===== src/rtl/core/ede_pkg.sv =====
`timescale 1ns / 1ps
// ----------------------------------------------------------------------------
// ede_pkg
// Types and constants shared by the edit distance engine and its cells.
// ----------------------------------------------------------------------------
package ede_pkg;

	localparam int SYM_W  = 16;
	localparam int DIST_W = 7;

	typedef enum logic [1:0] {
		OP_APPEND = 2'd0,
		OP_QUERY  = 2'd1,
		OP_REPORT = 2'd2,
		OP_NONE   = 2'd3
	} op_t;

	typedef struct packed {
		op_t              operation;
		logic [SYM_W-1:0] symbol;
	} in_word_t;

	typedef struct packed {
		logic [DIST_W-1:0] distance;
		logic              overflow;
	} out_word_t;

	// broadcast from the top level to every cell
	typedef struct packed {
		logic             append;
		logic             clear;
		logic [SYM_W-1:0] symbol;
	} cell_ctl_t;

	// query wave handed from cell to cell
	typedef struct packed {
		logic             valid;
		logic [SYM_W-1:0] symbol;
	} wave_t;

endpackage


===== src/rtl/core/ede_cell.sv =====
`timescale 1ns / 1ps
// ----------------------------------------------------------------------------
// ede_cell
// One column entry of the edit distance row: holds one reference word and
// its distance, updates it when a query wave passes and hands the wave on.
// ----------------------------------------------------------------------------
module ede_cell #(
	parameter int MAX_LEN = 64,
	parameter int INDEX   = 1,
	parameter int LW      = $clog2(MAX_LEN + 1),
	parameter int DW      = $clog2(MAX_LEN + 2)
) (
	input  logic               clk,
	input  logic               arst_n,
	input  logic [LW-1:0]      ref_len,
	input  ede_pkg::cell_ctl_t ctl,
	input  ede_pkg::wave_t     wave_in,
	input  logic [DW-1:0]      new_in,
	input  logic [DW-1:0]      old_in,
	output ede_pkg::wave_t     wave_out,
	output logic [DW-1:0]      new_out,
	output logic [DW-1:0]      old_out
);
	import ede_pkg::*;

	logic [SYM_W-1:0] char_q;
	logic [DW-1:0]    dist_q;
	logic             wave_vld_q;
	logic [SYM_W-1:0] wave_sym_q;
	logic [DW-1:0]    new_q;
	logic [DW-1:0]    old_q;
	logic             active;
	logic             load;
	logic [DW-1:0]    cand_up;
	logic [DW-1:0]    cand_left;
	logic [DW-1:0]    cand_diag;
	logic [DW-1:0]    best;

	assign active = LW'(INDEX) <= ref_len;
	assign load   = ctl.append && (ref_len == LW'(INDEX - 1));

	assign cand_up   = dist_q + DW'(1);
	assign cand_left = new_in + DW'(1);
	assign cand_diag = old_in + DW'(char_q != wave_in.symbol);

	always_comb begin
		best = cand_up;
		if (cand_left < best) begin
			best = cand_left;
		end
		if (cand_diag < best) begin
			best = cand_diag;
		end
	end

	// reference word, undefined until written
	always_ff @(posedge clk) begin
		if (load) begin
			char_q <= ctl.symbol;
		end
	end

	always_ff @(posedge clk or negedge arst_n) begin
		if (!arst_n) begin
			dist_q     <= DW'(INDEX);
			wave_vld_q <= 1'b0;
		end else begin
			wave_vld_q <= wave_in.valid;
			if (ctl.clear) begin
				dist_q <= DW'(INDEX);
			end else if (wave_in.valid && active) begin
				dist_q <= best;
			end
		end
	end

	always_ff @(posedge clk) begin
		if (wave_in.valid) begin
			wave_sym_q <= wave_in.symbol;
			new_q      <= active ? best : new_in;
			old_q      <= dist_q;
		end
	end

	assign wave_out = '{valid: wave_vld_q, symbol: wave_sym_q};
	assign new_out  = new_q;
	assign old_out  = old_q;

endmodule


===== config.mk =====
export PLATFORM = sky130hd
export DESIGN_NAME = ede_cell
export DESIGN_NICKNAME = d
export VERILOG_FILES = /design/src/rtl/core/ede_pkg.sv /design/src/rtl/core/ede_cell.sv
export SDC_FILE = /design/constraint.sdc
export NUM_CORES = 1
export LEC_CHECK = 0
export ABC_AREA = 0
export BUFFER_PORTS_ARGS = -buffer_cell sky130_fd_sc_hd__buf_2
export CAP_MARGIN = 10
export CORE_ASPECT_RATIO = 0.6
export CORE_MARGIN = 3
export CORE_UTILIZATION = 53
export DETAILED_ROUTE_END_ITERATION = 12
export GPL_TIMING_DRIVEN = 0
export PLACE_DENSITY_LB_ADDON = 0.08
export SYNTH_ARGS = -nofsm -noshare
export SYNTH_HDL_FRONTEND = slang
export SYNTH_SLANG_ARGS = --single-unit

===== constraint.sdc =====
create_clock -name clk -period 6.9 [get_ports clk]
set_clock_uncertainty 0.05 [all_clocks]
set_input_delay 1.38 -clock clk [delete_from_list [all_inputs] [get_ports clk]]
set_output_delay 1.38 -clock clk [all_outputs]
set_load 0.01 [all_outputs]

==> results.md <==
Status:
- The run finished with clean final reports.

Floorplanning:
- The chip height is 63.6 µm.
- The area of the die is 0.00648 mm².
- The initial utilization of the core area, before any placement, comes to 56.2%.
- In this run the horizontal extent of the chip is 102 µm.
- The number of placement rows is 20.
- During I/O placement, the number of pins put on the boundary was 89.
- The area of the placeable core is 0.00520 mm².

Power and ir drop:
- Power spread over the standard cell area amounts to 214 mW/mm².
- The largest vdd supply drop is 0.000112 V.
- In this run, flip-flops and latches consume 51.7% of the power.
- The completed layout was analyzed and its total power is 760 µW.
- The leakage dissipation is 1.47 nW.
- The cell-internal power is 531 µW.
- For this design the total switching power over the nets is 229 µW.
- Combinational logic burns 23.8% of the power.
- The share of total power consumed by net switching is 30.1%.
- Of the total power, the clock network draws 24.6%.

Setup path:
- STA puts the critical path data required time at 6.93 ns.
- For this run, the slowest stage of the critical path takes 0.38 ns.
- Together, buffers and inverters on the worst path number 5.
- Among all stages on the critical path, the largest delay is contributed by sky130_fd_sc_hd__a211oi_1.
- Along the worst path, the maximum fanout reaches 10.
- The worst setup path is launched from an input pin.
- The signal on the critical path passes through buf_2, ha_1, xnor2_1, inv_1, ha_1, o21a_1, a21oi_1, a211o_4, a31oi_4, mux2i_1, inv_1, ha_1, a21oi_1, a21oi_1, inv_1, a31oi_2, o2111a_1, buf_6, nor4_2, a211oi_1.
- Counting buffers and inverters, the worst setup path is 20 cells deep.
- The number of cells on the worst reg-to-reg path is 18.
- STA classifies the critical path endpoint as a register.
- The kind of cell with the highest combined delay along the critical path is compound AO/OA/AOI/OAI gates.
- The type of the setup path with the least slack is input pin to register.
- For the worst setup path, the data arrival time is 5.49 ns.

Clock network:
- The H-tree depth is 2.
- At the later pin of the worst-skew pair, clock insertion delay measures 0.31 ns.
- CTS placed an instance of sky130_fd_sc_hd__clkbuf_8 at the clock tree root.
- The total clock buffers created by CTS is 5.
- TritonCTS built the clock tree.
- Clock-pin slew was measured on the worst setup and hold paths at 0.10 ns.
- Counting along the longest clock path gives a buffer depth of 2.
- The post-CTS setup buffer count is 0.
- The number of gates given a new drive strength after cts is 0.
- Hold repair after CTS inserted 0 buffers.
- For this design, the sink count on the clock tree is 54.

Route:
- The routed layout has 2,231 vias.
- The count of unresolved DRC violations after routing is 0.
- After detailed routing, the total wire length is 6.60 mm.
- In the routed layout, each cell is associated on average with a via count of 5.51.
- The detailed router finished its first iteration with 163 violations.
- Once detail routing completed, the nets flagged for antenna violations numbered 0.
- After detailed routing, the average wire length per cell comes to 16.3 µm.
- The first TritonRoute pass finished after 6 iterations.

Logic synthesis:
- Summing the areas of all compound-gate instances in the mapped netlist gives 12.2% of the synthesized area.
- The number of enable-type register cells in the synthesized netlist is 46.
- The mux contribution to synthesized area is 1.41%.
- The adder and majority cell fraction of the synthesized area is 5.94%.
- The total of warnings raised by yosys is 0.
- The XOR/XNOR share of the synthesized area is 10.1%.
- Summing the areas of all and, or, nand and nor instances in the mapped netlist gives 13.9% of the synthesized area.
- A synthesized cell averages 12.0 µm².
- The count of cell types in the netlist is 55.
- The net count after synthesis is 314.
- Sequential elements use 54.1% of the synthesized area.
- Synthesis produced a netlist whose cell count is 243.
- After synthesis, the largest family of logic cells by area is simple AND/OR/NAND/NOR gates.
- After synthesis, the share of flip-flops with an asynchronous set or reset is 14.8%.
- In this run, synthesis produced a sequential element count of 54.
- The mapped netlist covers 0.00293 mm².
- The predominant post-synthesis flop cell is sky130_fd_sc_hd__edfxtp_1.

Final layout:
- Cells with a size suffix above 1 make up 33.9% of the layout.
- The number of nets at the end of the flow is 409.
- Relative to the synthesized area, the layout overhead comes to 21.2%.
- The filler cell count is 416.
- The antenna diode count is 0.

Place:
- At the end of routability-driven placement, the weighted congestion stood at 0.911.
- Detailed placement ended at an HPWL of 5.24 mm.
- The count of input and output buffers is 88.
- Timing analysis after detailed placement gives a worst setup slack of 1.18 ns.

STA:
- The post-layout worst setup margin is 1.44 ns.
- Of the available clock period, the critical path in the final layout requires 79.2%.
- The total of endpoints with negative setup slack in the final report is 0.
- The final-report max-slew violation count is 0.
- For the pin with the worst max-slew slack, the measured transition is 0.779 ns.
- The post-layout minimum cycle time is 5.46 ns.
- Setup repair after global routing left no endpoint under its margin.
- The number of endpoints with negative hold slack in the final report is 0.
- The total negative slack for setup checks is 0 ns.
- Based on the critical path, the design can be clocked at up to 183 MHz.
- In this run the tightest slew margin relative to its limit is 48.0%.

GRT:
- The wire length of the first global-routing pass is 10.2 mm.
- The initial antenna violation count is 0.
- Summed over all layers, the global routing overflow is 0.
- The largest net degree at the start of global routing is 34.
- The number of global-route vias before repair is 2,035.
- The global-route usage over all layers is 20.7%.

Worst hold path:
- Counting instances, the worst hold path has a depth of 0.
- The path type of the worst min-delay path is register to register.

Job:
- The total of max-cap violations is 0.
## cells by family after synthesis
kind of cell / count (synthesis)
buffers and inverters: 15
muxes: 4
AOI/OAI and AO/OA: 45
adders and majority gates: 14
and+or+nand+nor: 78
xor gates and xnor gates: 33
DFF: 54
## worst paths after layout
path	from	endpoint	slack, ns
min in group asynchronous	arst_n	wave_vld_q	0.84
min	dist_q[6]	old_out[6]	0.47
max	new_in[0]	new_out[5]	1.44
max in group asynchronous	arst_n	dist_q[0]	5.73
min reg2reg	dist_q[6]	old_out[6]	0.47
max reg2reg	dist_q[0]	new_out[5]	2.16
## metrics by stage
step / instance area (µm²) / hold WS, ns / cells / util (%)
3_5_place_dp: 3450 / 0.439 / 397 / 66.3
5_1_grt: 3550 / 0.491 / 405 / 68.1
3_3_place_gp: 3450 / 0.443 / 397 / 66.3
2_1_floorplan: 2930 / 0.406 / 243 / -
4_1_cts: 3550 / 0.476 / 405 / 68.1
6_report: 3550 / 0.473 / 405 / 68.1
## layer usage
metal	share of wire (%)	up-vias	track usage, %
met1	50	1024	33.4
li1	-	1098	-
met5	0	-	0
met4	0.12	0	3.27
met3	9.5	2	6.31
met2	41	107	27.3
## Yosys cell counts, types with 4 or more instances
| master | number | area (µm²) |
|---|---|---|
| sky130_fd_sc_hd__dfrtp_1 | 7 | 175 |
| sky130_fd_sc_hd__nand2_1 | 20 | 75.1 |
| sky130_fd_sc_hd__ha_1 | 13 | 163 |
| sky130_fd_sc_hd__edfxtp_1 | 46 | 1380 |
| sky130_fd_sc_hd__inv_1 | 9 | 33.8 |
| sky130_fd_sc_hd__nand2b_1 | 5 | 31.3 |
| sky130_fd_sc_hd__nor2_1 | 18 | 67.6 |
| sky130_fd_sc_hd__nand3_1 | 9 | 45.0 |
| sky130_fd_sc_hd__o211ai_1 | 4 | 30.0 |
| sky130_fd_sc_hd__and2_1 | 4 | 25.0 |
| sky130_fd_sc_hd__xor2_1 | 24 | 210 |
| sky130_fd_sc_hd__nand3b_1 | 4 | 30.0 |
| sky130_fd_sc_hd__xnor2_1 | 8 | 70.1 |
| sky130_fd_sc_hd__o21ai_0 | 5 | 25.0 |
| sky130_fd_sc_hd__a21oi_1 | 8 | 40.0 |
| sky130_fd_sc_hd__nor4_1 | 5 | 31.3 |
## worst reg2reg max path, cell delays in order (launching register included)
cell and delay, ns:
sky130_fd_sc_hd__dfstp_2 0.66, sky130_fd_sc_hd__ha_1 0.25, sky130_fd_sc_hd__xnor2_1 0.18, sky130_fd_sc_hd__ha_1 0.22
sky130_fd_sc_hd__o21a_1 0.12, sky130_fd_sc_hd__a21oi_1 0.10, sky130_fd_sc_hd__a211o_4 0.37, sky130_fd_sc_hd__a31oi_4 0.30
sky130_fd_sc_hd__mux2i_1 0.36, sky130_fd_sc_hd__inv_1 0.09, sky130_fd_sc_hd__ha_1 0.30, sky130_fd_sc_hd__a21oi_1 0.11
sky130_fd_sc_hd__a21oi_1 0.28, sky130_fd_sc_hd__inv_1 0.10, sky130_fd_sc_hd__a31oi_2 0.21, sky130_fd_sc_hd__o2111a_1 0.23
sky130_fd_sc_hd__buf_6 0.15, sky130_fd_sc_hd__nor4_2 0.06, sky130_fd_sc_hd__a211oi_1 0.38
## power by group through the flow
| stage | Clock, mW | Sequential (mW) | Combinational (mW) |
|---|---|---|---|
| finish | 0.187 | 0.393 | 0.181 |
| global route | 0.203 | 0.396 | 0.198 |
| global placement | 0 | 0.399 | 0.175 |
| detailed placement | 0 | 0.400 | 0.179 |
| floorplan | 0 | 0.407 | 0.100 |
| CTS | 0.190 | 0.393 | 0.179 |
## registers in the layout (all words and copies together) (netlist names)
signal	count
new_out	7
dist_q	7
wave_vld_q	1
old_out	7
char_q	16
wave_sym_q	16
## cell type report
| class | instances | area [µm²] | area share (%) |
|---|---|---|---|
| clock inverter | 3 | 28.8 | 0.811 |
| inverter | 9 | 33.8 | 0.952 |
| buffer | 6 | 35.0 | 0.988 |
| multi-input combinational | 174 | 1270 | 35.9 |
| sequential | 54 | 1580 | 44.6 |
| timing repair buffer | 88 | 440 | 12.4 |
| tap | 66 | 82.6 | 2.33 |
| clock buffer | 5 | 68.8 | 1.94 |
## cells in the final DEF (no fill, tap or decap), drive strengths merged, types with 2 or more instances in the layout
cell | synthesis | layout
nand3 | 10 | 10
nand2b | 5 | 5
nor3 | 4 | 4
xor2 | 25 | 25
nor2 | 19 | 19
o211ai | 4 | 4
clkinv | 0 | 2
a31oi | 4 | 4
o21ai | 9 | 9
edfxtp | 46 | 46
nand4 | 2 | 2
a21oi | 9 | 9
mux2i | 3 | 3
inv | 9 | 10
nand3b | 4 | 4
ha | 13 | 13
o311ai | 3 | 3
a311oi | 2 | 2
buf | 3 | 91
a211o | 3 | 3
nand2 | 21 | 21
nor4 | 6 | 6
and2 | 4 | 4
o31ai | 2 | 2
clkbuf | 3 | 8
xnor2 | 8 | 8
dfrtp | 7 | 7
Power figures use the tool's default switching activity.
